### src/hdl/sia_pkg.sv
// Shared types and constants of the sparse integer array store.
// No dependencies; sia_scan, the top level and the bench import this package.
`timescale 1ns / 1ps

package sia_pkg;

    // Action codes of a request
    localparam logic [2:0] ACT_READ  = 3'd0;
    localparam logic [2:0] ACT_WRITE = 3'd1;
    localparam logic [2:0] ACT_ADD   = 3'd2;
    localparam logic [2:0] ACT_PREINC = 3'd3;
    localparam logic [2:0] ACT_POSTINC = 3'd4;

    // Status codes of a response
    localparam logic STAT_DONE = 1'b0;
    localparam logic STAT_FULL = 1'b1;

    // One table entry as held in the RAM
    typedef struct packed {
        logic        used;
        logic [31:0] index;
        logic [31:0] value;
    } entry_t;

    localparam int ENTRY_W = $bits(entry_t);

    // Result flags of one scan over the table
    typedef struct packed {
        logic hit;
        logic free;
    } scan_flags_t;

    // Sequencer states
    typedef enum logic [4:0] {
        ST_CLEAR  = 5'b00001,
        ST_IDLE   = 5'b00010,
        ST_SCAN   = 5'b00100,
        ST_DRAIN  = 5'b01000,
        ST_COMMIT = 5'b10000
    } state_t;

endpackage

### src/hdl/sia_if.sv
// Valid/ready channel interfaces for requests and responses.
// Depends on nothing but the standard language.
`timescale 1ns / 1ps

interface sia_req_if;
    logic               valid;
    logic               ready;
    logic [2:0]         action;
    logic signed [31:0] index;
    logic signed [31:0] operand;

    modport source (output valid, action, index, operand, input ready);
    modport sink (input valid, action, index, operand, output ready);
endinterface

interface sia_rsp_if;
    logic               valid;
    logic               ready;
    logic signed [31:0] result_value;
    logic               status;

    modport source (output valid, result_value, status, input ready);
    modport sink (input valid, result_value, status, output ready);
endinterface

### src/hdl/sia_ram.sv
// Generic single-write, single-read RAM with registered read data.
// No dependencies.
`timescale 1ns / 1ps

module sia_ram #(
    parameter int WIDTH = 8,
    parameter int DEPTH = 16
) (
    input  logic                                   clk,
    input  logic                                   we,
    input  logic [(DEPTH > 1 ? $clog2(DEPTH) : 1)-1:0] waddr,
    input  logic [WIDTH-1:0]                       wdata,
    input  logic                                   re,
    input  logic [(DEPTH > 1 ? $clog2(DEPTH) : 1)-1:0] raddr,
    output logic [WIDTH-1:0]                       rdata
);

    logic [WIDTH-1:0] mem [DEPTH];

    // Write port
    always_ff @(posedge clk)
    begin
        if (we)
        begin
            mem[waddr] <= wdata;
        end
    end

    // Registered read port
    always_ff @(posedge clk)
    begin
        if (re)
        begin
            rdata <= mem[raddr];
        end
    end

endmodule

### src/hdl/sia_scan.sv
// Match unit: compares each entry read during a scan against the key and
// remembers the matching slot and the lowest free slot. Uses sia_pkg.
`timescale 1ns / 1ps

module sia_scan
    import sia_pkg::*;
#(
    parameter int AW = 4
) (
    input  logic               clk,
    input  logic               rst_n,
    input  logic               start,
    input  logic               chk_valid,
    input  logic [AW-1:0]      chk_addr,
    input  logic [ENTRY_W-1:0] rd_data,
    input  logic [31:0]        key,
    output scan_flags_t        flags,
    output logic [AW-1:0]      hit_slot,
    output logic [AW-1:0]      free_slot,
    output logic [31:0]        hit_value
);

    entry_t      ent;
    scan_flags_t flags_reg;
    logic        match;
    logic        take_free;
    logic [AW-1:0] hit_slot_reg;
    logic [AW-1:0] free_slot_reg;
    logic [31:0]   hit_value_reg;

    assign ent       = entry_t'(rd_data);
    assign match     = chk_valid && ent.used && (ent.index == key) && !flags_reg.hit;
    assign take_free = chk_valid && !ent.used && !flags_reg.free;

    // Track hit and first free flags over the scan
    always_ff @(posedge clk or negedge rst_n)
    begin
        if (!rst_n)
        begin
            flags_reg <= '0;
        end
        else if (start)
        begin
            flags_reg <= '0;
        end
        else
        begin
            if (match)
            begin
                flags_reg.hit <= 1'b1;
            end
            if (take_free)
            begin
                flags_reg.free <= 1'b1;
            end
        end
    end

    // Capture slot numbers and the stored value
    always_ff @(posedge clk)
    begin
        if (match)
        begin
            hit_slot_reg  <= chk_addr;
            hit_value_reg <= ent.value;
        end
        if (take_free)
        begin
            free_slot_reg <= chk_addr;
        end
    end

    assign flags     = flags_reg;
    assign hit_slot  = hit_slot_reg;
    assign free_slot = free_slot_reg;
    assign hit_value = hit_value_reg;

    // A slot is never both a match and free in the same check
    assert property (@(posedge clk) disable iff (!rst_n) !(match && take_free))
        else $error("scan: entry both matched and free");

endmodule

### src/hdl/sparse_int_array_store.sv
// Channel | dir  | payload                         | handshake
// req     | in   | action, index, operand          | valid/ready
// rsp     | out  | result_value, status            | valid/ready
//
// Each request passes through accept, one RAM read per entry through
// the single read port, the last compare and one commit. After reset
// a clearing pass writes every entry unused; req.ready stays low meanwhile.
// The response sits in an output register, so the next request is taken
// while it waits; a commit stalls only while the previous response is
// still not taken.
// Top level of the sparse integer array store; uses sia_pkg, sia_if,
// sia_ram and sia_scan.
`timescale 1ns / 1ps

module sparse_int_array_store
    import sia_pkg::*;
#(
    parameter int ENTRIES = 16
) (
    input  logic       clk,
    input  logic       rst_n,
    sia_req_if.sink    req,
    sia_rsp_if.source  rsp
);

    localparam int AW = (ENTRIES > 1) ? $clog2(ENTRIES) : 1;
    localparam logic [AW-1:0] LAST = AW'(ENTRIES - 1);

    state_t        state_reg, state_next;
    logic [AW-1:0] cnt_reg, cnt_next;
    logic          chk_valid_reg;
    logic [AW-1:0] chk_addr_reg;
    logic [2:0]    act_reg;
    logic [31:0]   idx_reg;
    logic [31:0]   opnd_reg;
    logic          out_valid_reg, out_valid_next;
    logic [31:0]   out_value_reg;
    logic          out_status_reg;

    logic               ram_we;
    logic [AW-1:0]      ram_waddr;
    logic [ENTRY_W-1:0] ram_wdata;
    logic               ram_re;
    logic [ENTRY_W-1:0] ram_rdata;

    scan_flags_t   flags;
    logic [AW-1:0] hit_slot;
    logic [AW-1:0] free_slot;
    logic [31:0]   hit_value;

    logic          accept;
    logic          commit_go;
    logic [31:0]   old_val;
    logic [31:0]   addend;
    logic [31:0]   sum;
    logic [31:0]   new_val;
    logic [31:0]   res_val;
    logic          store;
    logic          do_write;
    logic          fail;
    logic [AW-1:0] wr_slot;
    entry_t        wr_entry;

    assign accept    = req.valid && req.ready;
    assign req.ready = (state_reg == ST_IDLE);
    assign commit_go = (state_reg == ST_COMMIT) && (!out_valid_reg || rsp.ready);

    // Table storage
    sia_ram #(
        .WIDTH(ENTRY_W),
        .DEPTH(ENTRIES)
    ) u_ram (
        .clk  (clk),
        .we   (ram_we),
        .waddr(ram_waddr),
        .wdata(ram_wdata),
        .re   (ram_re),
        .raddr(cnt_reg),
        .rdata(ram_rdata)
    );

    // Compare unit shared over all entries
    sia_scan #(
        .AW(AW)
    ) u_scan (
        .clk      (clk),
        .rst_n    (rst_n),
        .start    (accept),
        .chk_valid(chk_valid_reg),
        .chk_addr (chk_addr_reg),
        .rd_data  (ram_rdata),
        .key      (idx_reg),
        .flags    (flags),
        .hit_slot (hit_slot),
        .free_slot(free_slot),
        .hit_value(hit_value)
    );

    // Compute the new value through the single adder
    assign old_val = flags.hit ? hit_value : 32'd0;
    assign addend  = (act_reg == ACT_ADD) ? opnd_reg : 32'd1;
    assign sum     = old_val + addend;

    always_comb
    begin
        new_val = sum;
        res_val = sum;
        store   = 1'b1;
        unique case (act_reg)
            ACT_READ:
            begin
                res_val = old_val;
                store   = 1'b0;
            end
            ACT_WRITE:
            begin
                new_val = opnd_reg;
                res_val = opnd_reg;
            end
            ACT_ADD, ACT_PREINC:
            begin
                res_val = sum;
            end
            ACT_POSTINC:
            begin
                res_val = old_val;
            end
            default:
            begin
                res_val = 32'd0;
                store   = 1'b0;
            end
        endcase
    end

    // Decide the table update
    always_comb
    begin
        do_write       = 1'b0;
        fail           = 1'b0;
        wr_slot        = hit_slot;
        wr_entry.used  = 1'b1;
        wr_entry.index = idx_reg;
        wr_entry.value = new_val;
        if (store)
        begin
            if (new_val == 32'd0)
            begin
                do_write      = flags.hit;
                wr_entry.used = 1'b0;
            end
            else if (flags.hit)
            begin
                do_write = 1'b1;
            end
            else if (flags.free)
            begin
                do_write = 1'b1;
                wr_slot  = free_slot;
            end
            else
            begin
                fail = 1'b1;
            end
        end
    end

    // Drive the RAM ports
    always_comb
    begin
        ram_we    = 1'b0;
        ram_waddr = cnt_reg;
        ram_wdata = '0;
        ram_re    = 1'b0;
        unique case (state_reg)
            ST_CLEAR:
            begin
                ram_we = 1'b1;
            end
            ST_SCAN:
            begin
                ram_re = 1'b1;
            end
            ST_COMMIT:
            begin
                ram_we    = commit_go && do_write;
                ram_waddr = wr_slot;
                ram_wdata = wr_entry;
            end
            default:
            begin
                ram_we = 1'b0;
            end
        endcase
    end

    // Sequencer
    always_comb
    begin
        state_next = state_reg;
        cnt_next   = cnt_reg;
        unique case (state_reg)
            ST_CLEAR:
            begin
                cnt_next = cnt_reg + 1'b1;
                if (cnt_reg == LAST)
                begin
                    state_next = ST_IDLE;
                    cnt_next   = '0;
                end
            end
            ST_IDLE:
            begin
                cnt_next = '0;
                if (accept)
                begin
                    state_next = ST_SCAN;
                end
            end
            ST_SCAN:
            begin
                cnt_next = cnt_reg + 1'b1;
                if (cnt_reg == LAST)
                begin
                    state_next = ST_DRAIN;
                    cnt_next   = '0;
                end
            end
            ST_DRAIN:
            begin
                state_next = ST_COMMIT;
            end
            ST_COMMIT:
            begin
                if (commit_go)
                begin
                    state_next = ST_IDLE;
                end
            end
            default:
            begin
                state_next = ST_IDLE;
            end
        endcase
    end

    // Hold output until taken; load it on commit
    always_comb
    begin
        out_valid_next = out_valid_reg;
        if (commit_go)
        begin
            out_valid_next = 1'b1;
        end
        else if (rsp.ready)
        begin
            out_valid_next = 1'b0;
        end
    end

    // Control registers
    always_ff @(posedge clk or negedge rst_n)
    begin
        if (!rst_n)
        begin
            state_reg     <= ST_CLEAR;
            cnt_reg       <= '0;
            chk_valid_reg <= 1'b0;
            out_valid_reg <= 1'b0;
        end
        else
        begin
            state_reg     <= state_next;
            cnt_reg       <= cnt_next;
            chk_valid_reg <= (state_reg == ST_SCAN);
            out_valid_reg <= out_valid_next;
        end
    end

    // Payload registers
    always_ff @(posedge clk)
    begin
        chk_addr_reg <= cnt_reg;
        if (accept)
        begin
            act_reg  <= req.action;
            idx_reg  <= req.index;
            opnd_reg <= req.operand;
        end
        if (commit_go)
        begin
            out_value_reg  <= fail ? 32'd0 : res_val;
            out_status_reg <= fail ? STAT_FULL : STAT_DONE;
        end
    end

    assign rsp.valid        = out_valid_reg;
    assign rsp.result_value = out_value_reg;
    assign rsp.status       = out_status_reg;

    // An accepted request always starts a scan
    assert property (@(posedge clk) disable iff (!rst_n)
        accept |=> (state_reg == ST_SCAN))
        else $error("accepted request did not start a scan");

    // A commit always presents a response next cycle
    assert property (@(posedge clk) disable iff (!rst_n)
        commit_go |=> out_valid_reg)
        else $error("commit did not load the response");

    // A present entry can never cause a full rejection
    assert property (@(posedge clk) disable iff (!rst_n)
        ((state_reg == ST_COMMIT) && flags.hit) |-> !fail)
        else $error("rejection despite matching entry");

    // RAM is written only while clearing or committing
    assert property (@(posedge clk) disable iff (!rst_n)
        ram_we |-> ((state_reg == ST_CLEAR) || (state_reg == ST_COMMIT)))
        else $error("unexpected RAM write");

    // Compare results arrive only in the cycle after a scan read
    assert property (@(posedge clk) disable iff (!rst_n)
        chk_valid_reg |-> $past(state_reg == ST_SCAN))
        else $error("compare without preceding read");

endmodule

### src/flat_wrapper.sv
// flat-port wrapper written by rule: the top's interface ports become plain ports
module sparse_int_array_store_flat import sia_pkg::*;
#(
    parameter int ENTRIES = 16
)
  (clk, rst_n, req_valid, req_action, req_index, req_operand, req_ready, rsp_valid, rsp_result_value, rsp_status, rsp_ready);
  sia_req_if req_i ();
  sia_rsp_if rsp_i ();
  input  logic clk;
  input  logic rst_n;
  input wire logic [$bits(req_i.valid)-1:0] req_valid;
  input wire logic [$bits(req_i.action)-1:0] req_action;
  input wire logic [$bits(req_i.index)-1:0] req_index;
  input wire logic [$bits(req_i.operand)-1:0] req_operand;
  output wire logic [$bits(req_i.ready)-1:0] req_ready;
  output wire logic [$bits(rsp_i.valid)-1:0] rsp_valid;
  output wire logic [$bits(rsp_i.result_value)-1:0] rsp_result_value;
  output wire logic [$bits(rsp_i.status)-1:0] rsp_status;
  input wire logic [$bits(rsp_i.ready)-1:0] rsp_ready;
  assign req_i.valid = req_valid;
  assign req_i.action = req_action;
  assign req_i.index = req_index;
  assign req_i.operand = req_operand;
  assign req_ready = req_i.ready;
  assign rsp_valid = rsp_i.valid;
  assign rsp_result_value = rsp_i.result_value;
  assign rsp_status = rsp_i.status;
  assign rsp_i.ready = rsp_ready;
  sparse_int_array_store #(.ENTRIES(ENTRIES)) u_core (.clk(clk), .rst_n(rst_n), .req(req_i), .rsp(rsp_i));
endmodule
### config.mk
export PLATFORM = sky130hd
export DESIGN_NAME = sparse_int_array_store_flat
export DESIGN_NICKNAME = d
export VERILOG_FILES = /design/src/hdl/sia_pkg.sv /design/src/hdl/sia_if.sv /design/src/hdl/sia_ram.sv /design/src/hdl/sia_scan.sv /design/src/hdl/sparse_int_array_store.sv /design/src/flat_wrapper.sv
export SDC_FILE = /design/constraint.sdc
export NUM_CORES = 1
export LEC_CHECK = 0
export ABC_AREA = 1
export BUFFER_PORTS_ARGS = -buffer_cell sky130_fd_sc_hd__buf_2
export CAP_MARGIN = 5
export CELL_PAD_IN_SITES_DETAIL_PLACEMENT = 1
export CELL_PAD_IN_SITES_GLOBAL_PLACEMENT = 1
export CORE_ASPECT_RATIO = 1.1
export CORE_MARGIN = 4
export CORE_UTILIZATION = 48
export CTS_BUF_LIST = sky130_fd_sc_hd__clkbuf_8
export CTS_CLUSTER_DIAMETER = 50
export DETAILED_ROUTE_END_ITERATION = 8
export PLACE_DENSITY_LB_ADDON = 0.1
export SLEW_MARGIN = 20
export SYNTH_ARGS = -nofsm -noshare
export SYNTH_HDL_FRONTEND = slang
export SYNTH_SLANG_ARGS = --single-unit
### constraint.sdc
create_clock -name clk -period 7.7 [get_ports clk]
set_input_delay 1.54 -clock clk [delete_from_list [all_inputs] [get_ports clk]]
set_output_delay 1.54 -clock clk [all_outputs]
set_load 0.02 [all_outputs]
==> results of run 1 <==
## layout make-up
type                            count  area, µm²  share of cell area [%]
Antenna cell                        2       5.00                 0.00862
Clock buffer                      208       2860                    4.93
Tap cell                         1408       1760                    3.03
Timing Repair Buffer              183       1280                    2.20
Multi-Input combinational cell   2458      12300                    21.1
Inverter                          296       1130                    1.95
Clock inverter                    155        938                    1.62
Sequential cell                  1262      37800                    65.1
## worst min-delay path by stage
stage,end,slack (ps),startpoint,depth (start not counted)
2_1_floorplan,u_core.chk_addr_reg[2],370,u_core.cnt_reg[2],0
3_3_place_gp,u_core.u_scan.hit_value[0],400,u_core.u_ram.rdata[0],0
3_5_place_dp,u_core.u_scan.hit_value[10],410,u_core.u_ram.rdata[10],0
4_1_cts,u_core.u_scan.hit_value[13],400,u_core.u_ram.rdata[13],0
5_1_grt,u_core.u_scan.hit_value[26],420,u_core.u_ram.rdata[26],0
6_report,u_core.u_scan.hit_value[13],410,u_core.u_ram.rdata[13],0
## per-layer routing
metal  GRT usage (%)  share of wire (%)  vias up  wire [µm]
met4            10.5                3.6        0       5500
met1            34.1                 41    17749      62800
met3            4.29                5.1      301       7760
met5               0                  0        -          0
met2            46.4                 50     1061      77300
li1                -                  -    15649          -
## cells in the final DEF, fill, tap and decap left out, types with 12 or more instances in the layout
master,instances
buf_4,64
inv_2,12
buf_2,105
ha_1,32
nor2_4,21
nand4_1,13
nor2_2,23
buf_12,13
o21ai_0,541
inv_1,338
o221ai_1,101
nand2_1,536
o22ai_1,166
clkinv_2,23
o211ai_1,58
edfxtp_1,1245
nand3_1,198
clkbuf_8,208
nor2_1,649
clkinv_1,46
a21oi_1,37
## critical path: cells and delay by family (launching register included)
kind,cells,cell delay (ps)
DFF,1,360
and+or+nand+nor,21,3730
buffers and inverters,5,950
adders and majority gates,2,750
## report_power, final
| part | internal (µW) | switching, µW | total (µW) | leakage [µW] |
|---|---|---|---|---|
| clock network | 2810 | 2690 | 5500 | 0.00215 |
| logic | 585 | 2130 | 2720 | 0.00694 |
| registers | 7830 | 181 | 8010 | 0.00984 |
## logic make-up (layout without fill, tap and decap cells)
kind of cell	after synthesis	in the layout	synth area share, %
muxes	1	1	0.0217
AOI/OAI and AO/OA	929	929	10.5
and+or+nand+nor	1478	1478	11.6
adders and majority gates	33	33	0.811
other	0	2	0
xor gates and xnor gates	17	17	0.287
DFF	1262	1262	72.9
buffers and inverters	534	842	3.89
## metrics by stage
stage | power [µW] | instance area (µm²) | util [%] | hold slack [ps] | cells
2_1_floorplan | 9830 | 51800 | - | 366 | 4254
3_3_place_gp | 10800 | 54100 | 50.5 | 401 | 5605
3_5_place_dp | 10900 | 54200 | 50.6 | 407 | 5606
4_1_cts | 16400 | 58000 | 54.1 | 402 | 5969
5_1_grt | 16900 | 58100 | 54.2 | 423 | 5971
6_report | 16200 | 58100 | 54.2 | 413 | 5972
==> reports/metrics.cfg, run 1 <==
[status]
outcome = finished clean

[flow_run]
maxCapViolCount = 0

[global_routing]
grt_pass1_vias = 36555
grt_pass1_wl_um = 228000
grt_max_degree = 188
antenna_found_initial = 3
track_usage_pct = 26.8
grt_overflow_total = 0

[synthesis]
ys_ff_latch = 1262
avgSynthCellArea_um2 = 12.2
ys_async_sr_fraction_pct = 1.03
yosysWarnings = 0
synth_top_flop_cell = edfxtp_1
ys_types = 45
synth-edff-count = 1245
yosys-top-cells-area = edfxtp_1 (72%), o21ai_0 (5.2%), nor2_1 (5.0%), nand2_1 (3.9%), inv_1 (2.0%)
synth_nets = 4358
synth.top_cell.area_share_pct = 72.1
synth-seq-area-share_pct = 72.9
synth_common_cells = edfxtp_1 (1245), nor2_1 (685), o21ai_0 (541)
syn_area_um2 = 51800
synthCells = 4254
yosysTopAreaCell = edfxtp_1
yosysMostFrequentCell = edfxtp_1

[power_and_ir_drop]
powerDensity_nw_per_um2 = 279
irDropWorstVdd_uv = 211
leakage_uw = 0.0189

[cells_and_area]
largest_register_ff_count = 1040
reg_top3 = u_core.u_ram.mem (1040), u_core.u_ram.rdata (65)
regMostFlops = u_core.u_ram.mem
nets = 4507
drive_above_1_share_pct = 11.7
fill_cells = 10975
syn_to_final_growth_pct = 12.0

[worst_setup_path]
r2r_setup_slack_ps = 1490
cp-end-kind = flip-flop
regToRegEndpoint = u_core.u_ram.mem[0][44]
crit_required_ps = 8240
cp-startpoint = u_core.act_reg[2]
cp_max_fo = 31
crit_path_frequent_cell = nand2_1
cp.arrival_ps = 6760
reg2regPathDepth = 28
critPathLaunchType = flip-flop
critPathKind = flip-flop to flip-flop
r2r_start = u_core.act_reg[2]
critPathCapture = u_core.u_ram.mem[0][44]
crit_path_max_incr_delay_ps = 830
slowest_stage = nor2_4

[die]
core_um2 = 107000
die_area_um2 = 113000
start_util_pct = 48.3
die_width_um = 321
design.portCount = 106
die_y_um = 353
rows = 126

[sta]
finalCritPeriodShare_pct = 80.7
slew_headroom_pct = 24.3
timing.final.crit_period_ps = 6210
drv_slew = 0
finalWorstSetupSlack_ps = 1490
setup_tns_ps = 0
setup_viol = 0
fmaxAchievable_mhz = 161
tightest_slew_ps = 1130
fin_skew_ps = 52.2
rsz0062_at_grt = false
hold_viol = 0

[detailed_routing]
dr.pass1.iters = 5
viasPerCell = 5.82
drt_iter0_markers = 2924
drc = 0
post_drt_wl_per_cell_um = 25.7
drt_wl_total_um = 153000
postRouteAntennaNets = 0
vias = 34760

[clocking]
cts_resized = 0
clock_latency_ps = 920
cts_sinks = 1262
clk_pin_slew_worst_paths_ps = 60
root_buffer = clkbuf_8
postCtsSetupBuffers = 0
tritoncts = built
cts_buffer_depth = 3
ctsHoldBuffers = 0
htreeDepth = 4
cts_inserted_buffers = 202

[place]
dpl.hpwl_um = 88700
gp_congestion = 0.871
dp_slack_ps = 1540
port_buffers = 105

[hold_path]
min_path_type = flip-flop to flip-flop

No activity file was read; power rests on OpenSTA's default activity.
==> inputs of run 2 (changes only) <==
--- a/config.mk
+++ b/config.mk
@@ -5,14 +5,14 @@
 export SDC_FILE = /design/constraint.sdc
 export NUM_CORES = 1
 export LEC_CHECK = 0
-export ABC_AREA = 1
+export ABC_AREA = 0
 export BUFFER_PORTS_ARGS = -buffer_cell sky130_fd_sc_hd__buf_2
 export CAP_MARGIN = 5
 export CELL_PAD_IN_SITES_DETAIL_PLACEMENT = 1
 export CELL_PAD_IN_SITES_GLOBAL_PLACEMENT = 1
 export CORE_ASPECT_RATIO = 1.1
 export CORE_MARGIN = 4
-export CORE_UTILIZATION = 48
+export CORE_UTILIZATION = 57
 export CTS_BUF_LIST = sky130_fd_sc_hd__clkbuf_8
 export CTS_CLUSTER_DIAMETER = 50
 export DETAILED_ROUTE_END_ITERATION = 8
==> constraint.sdc (replaced) <==
create_clock -name clk -period 6.45 [get_ports clk]
set_input_delay 1.29 -clock clk [delete_from_list [all_inputs] [get_ports clk]]
set_output_delay 1.29 -clock clk [all_outputs]
set_load 0.02 [all_outputs]
==> reports/metrics.cfg, run 2 <==
[status]
outcome = finished clean  ; unchanged

[place]
dpl.hpwl_um = 78400  ; was 88700 µm
dp_slack_ps = 170  ; was 1540 ps
gp_congestion = 0.885  ; was 0.871
port_buffers = 105  ; unchanged

[synthesis]
synth-edff-count = 1245  ; unchanged
synth_nets = 2579  ; was 4358
synthCells = 2475  ; was 4254
yosysTopAreaCell = edfxtp_1  ; unchanged
synth.top_cell.area_share_pct = 74.2  ; was 72.1%
synth_common_cells = edfxtp_1 (1245), mux4_2 (325), nand2_1 (133)  ; was edfxtp_1 (1245), nor2_1 (685), o21ai_0 (541)
synth_top_flop_cell = edfxtp_1  ; unchanged
ys_async_sr_fraction_pct = 1.03  ; unchanged
synth-seq-area-share_pct = 75.0  ; was 72.9%
yosys-top-cells-area = edfxtp_1 (74%), mux4_2 (15%), and2_1 (1.3%), nand2_1 (0.99%), ha_1 (0.79%)  ; was edfxtp_1 (72%), o21ai_0 (5.2%), nor2_1 (5.0%), nand2_1 (3.9%), inv_1 (2.0%)
yosysMostFrequentCell = edfxtp_1  ; unchanged
yosysWarnings = 0  ; unchanged
avgSynthCellArea_um2 = 20.4  ; was 12.2 µm²
syn_area_um2 = 50400  ; was 51800 µm²
ys_types = 86  ; was 45
ys_ff_latch = 1262  ; unchanged

[cells_and_area]
final_util_pct = 65.1  ; was 54.2%
layout_commonest_cell = edfxtp_1  ; unchanged
multi_input_area_um2 = 12300  ; about the same
nets = 2887  ; was 4507
syn_to_final_growth_pct = 13.4  ; was 12.0%
regMostFlops = u_core.u_ram.mem  ; unchanged
largest_register_ff_count = 1040  ; unchanged
reg_top3 = u_core.u_ram.mem (1040), u_core.u_ram.rdata (65)  ; unchanged
drive_above_1_share_pct = 29.3  ; was 11.7%
register_area_um2 = 37800  ; about the same
fill_cells = 7205  ; was 10975
final_cell_mix = edfxtp_1 (1245), mux4_2 (325), clkbuf_8 (200)  ; was edfxtp_1 (1245), nor2_1 (649), o21ai_0 (541)

[detailed_routing]
drc = 0  ; unchanged
drt_wl_total_um = 130000  ; was 153000 µm
dr.pass1.iters = 5  ; unchanged
post_drt_wl_per_cell_um = 31.6  ; was 25.7 µm
vias = 25900  ; was 34760
viasPerCell = 6.31  ; was 5.82
postRouteAntennaNets = 0  ; unchanged
drt_iter0_markers = 2443  ; was 2924

[global_routing]
grt_overflow_total = 0  ; unchanged
track_usage_pct = 28.3  ; was 26.8%
antenna_found_initial = 3  ; unchanged
grt_pass1_vias = 28322  ; was 36555
grt_max_degree = 168  ; was 188
grt_pass1_wl_um = 192000  ; was 228000 µm

[power_and_ir_drop]
p_int_uw = 13400  ; was 11200 µW
power_frac_seq_pct = 52.3  ; was 49.4%
swShare_pct = 26.7  ; was 30.8%
powerDensity_nw_per_um2 = 319  ; was 279 nW/µm²
fin_total_pwr_uw = 18200  ; was 16200 µW
p_clk_share_pct = 32.7  ; was 33.9%
p_sw_uw = 4880  ; was 5000 µW
irDropWorstVdd_uv = 320  ; was 211 µV
comb_power_share_pct = 15.1  ; was 16.7%
leakage_uw = 0.0171  ; was 0.0189 µW

[flow_run]
maxCapViolCount = 0  ; unchanged

[worst_setup_path]
reg2regPathDepth = 22  ; was 28
regToRegEndpoint = u_core.u_ram.mem[11][61]  ; was u_core.u_ram.mem[0][44]
slowest_stage = a2111o_1  ; was nor2_4
r2r_start = u_core.act_reg[2]  ; unchanged
path_cells = nand2b_1, nor2_1, buf_12, and2_1, ha_1, o211ai_2, o21ai_2, a22oi_1, buf_4, o21ai_0, mux2i_1, a2bb2oi_1, buf_4, nand4_1, a211oi_4, buf_4, a311o_2, o211ai_2, buf_4, a2111o_1, nor2_4, buf_12
cp.arrival_ps = 6760  ; about the same
crit_path_max_incr_delay_ps = 520  ; was 830 ps
r2r_setup_slack_ps = 220  ; was 1490 ps
critPathLaunchType = flip-flop  ; unchanged
cp_num_buf_inv = 6  ; was 5
crit_path_frequent_cell = buf_4  ; was nand2_1
critPathKind = flip-flop to flip-flop  ; unchanged
cp-end-kind = flip-flop  ; unchanged
critical-path-top-delay-family = compound AO/OA/AOI/OAI gates  ; was simple AND/OR/NAND/NOR gates
crit_required_ps = 6980  ; was 8240 ps
cp_max_fo = 35  ; was 31

[clocking]
htreeDepth = 4  ; unchanged
cts_sinks = 1262  ; unchanged
clk_pin_slew_worst_paths_ps = 60  ; about the same
clock_latency_ps = 870  ; was 920 ps
tritoncts = built  ; unchanged
cts_inserted_buffers = 194  ; was 202
ctsHoldBuffers = 0  ; unchanged
root_buffer = clkbuf_8  ; unchanged
cts_buffer_depth = 3  ; unchanged

[die]
rows = 114  ; was 126
die_width_um = 291  ; was 321 µm
die_area_um2 = 93200  ; was 113000 µm²
design.portCount = 106  ; unchanged
start_util_pct = 57.4  ; was 48.3%
die_y_um = 320  ; was 353 µm
core_um2 = 87700  ; was 107000 µm²

[sta]
finalCritPeriodShare_pct = 96.5  ; was 80.7%
finalWorstSetupSlack_ps = 224  ; was 1490 ps
timing.final.crit_period_ps = 6230  ; was 6210 ps
hold_viol = 0  ; unchanged
drv_slew = 0  ; unchanged
setup_viol = 0  ; unchanged
fin_skew_ps = 32.7  ; was 52.2 ps
fmaxAchievable_mhz = 161  ; about the same
slew_headroom_pct = 24.6  ; was 24.3%
finalHoldWorstSlack_ps = 361  ; was 413 ps
setup_tns_ps = 0  ; unchanged
tightest_slew_ps = 1130  ; about the same

[hold_path]
min_path_type = primary input to async pin  ; was flip-flop to flip-flop

-- run 2: changes by cell type after synthesis, moves of 47 or more --
| cell | change |
|---|---|
| o22ai_1 | -161 |
| and2_1 | +103 |
| nand3_1 | -186 |
| o221ai_1 | -101 |
| inv_1 | -270 |
| o21ai_0 | -509 |
| mux4_2 | +325 |
| nor2_1 | -606 |
| nand2_1 | -403 |
| o211ai_1 | -47 |
| clkbuf_1 | -124 |
-- run 2: layer usage --
layer,track usage (%),wire length (µm),up-vias
met3,5.28,8630,206
li1,-,-,10870
met4,9.38,3770,2
met5,0,7,-
met1,37.9,50100,13702
met2,48.0,67300,1120
-- run 2: logic make-up after synthesis --
| family | count (synthesis) | synth area share [%] |
|---|---|---|
| XOR/XNOR | 59 | 1.03 |
| buffers and inverters | 139 | 1.07 |
| flip-flops | 1262 | 75.0 |
| adder cells (fa/ha/maj) | 33 | 0.834 |
| multiplexers | 331 | 14.6 |
| AND/OR/NAND/NOR | 429 | 4.36 |
| AO/OA/AOI/OAI | 222 | 3.06 |
-- run 2: how the worst max path moves through the flow --
stage / endpoint / slack (ps) / start / depth (start not counted)
4_1_cts: u_core.u_ram.mem[1][54] / 80 / u_core.act_reg[1] / 17
2_1_floorplan: u_core.u_ram.mem[9][0] / -1100 / u_core.act_reg[2] / 16
3_3_place_gp: u_core.u_ram.mem[1][62] / 260 / u_core.act_reg[2] / 17
5_1_grt: u_core.u_ram.mem[11][54] / -80 / u_core.act_reg[1] / 22
6_report: u_core.u_ram.mem[11][61] / 220 / u_core.act_reg[2] / 22
3_5_place_dp: u_core.u_ram.mem[1][62] / 170 / u_core.act_reg[1] / 17
-- run 2: what timing repair did --
action / CTS / global route
resized for setup: 0 / 5
setup buffers: 0 / 5
endpoints found under the setup margin: 0 / 123
-- run 2: cell type report --
type | instances | area share (%)
repair buffers | 238 | 3.67
clock buffers | 200 | 4.82
clock inverters | 154 | 1.23
well taps | 1160 | 2.54
inverters | 12 | 0.0810
multi-input cells | 1075 | 21.5
flip-flops and latches | 1262 | 66.2
diodes | 1 | 0.00438
-- run 2: power by group through the flow --
stage	combinational, µW	clock [µW]	sequential (µW)
finish	2740	5950	9540
floorplan	1880	0	9570
detailed placement	2690	0	9740
global route	2920	6530	9550
CTS	2720	6100	9570
global placement	2640	0	9730
-- run 2: through the flow --
step	cell area, µm²	cells
finish	57100	4102
CTS	57000	4093
global placement	53500	3738
detailed placement	53500	3739
floorplan	50400	2475
global route	57100	4102
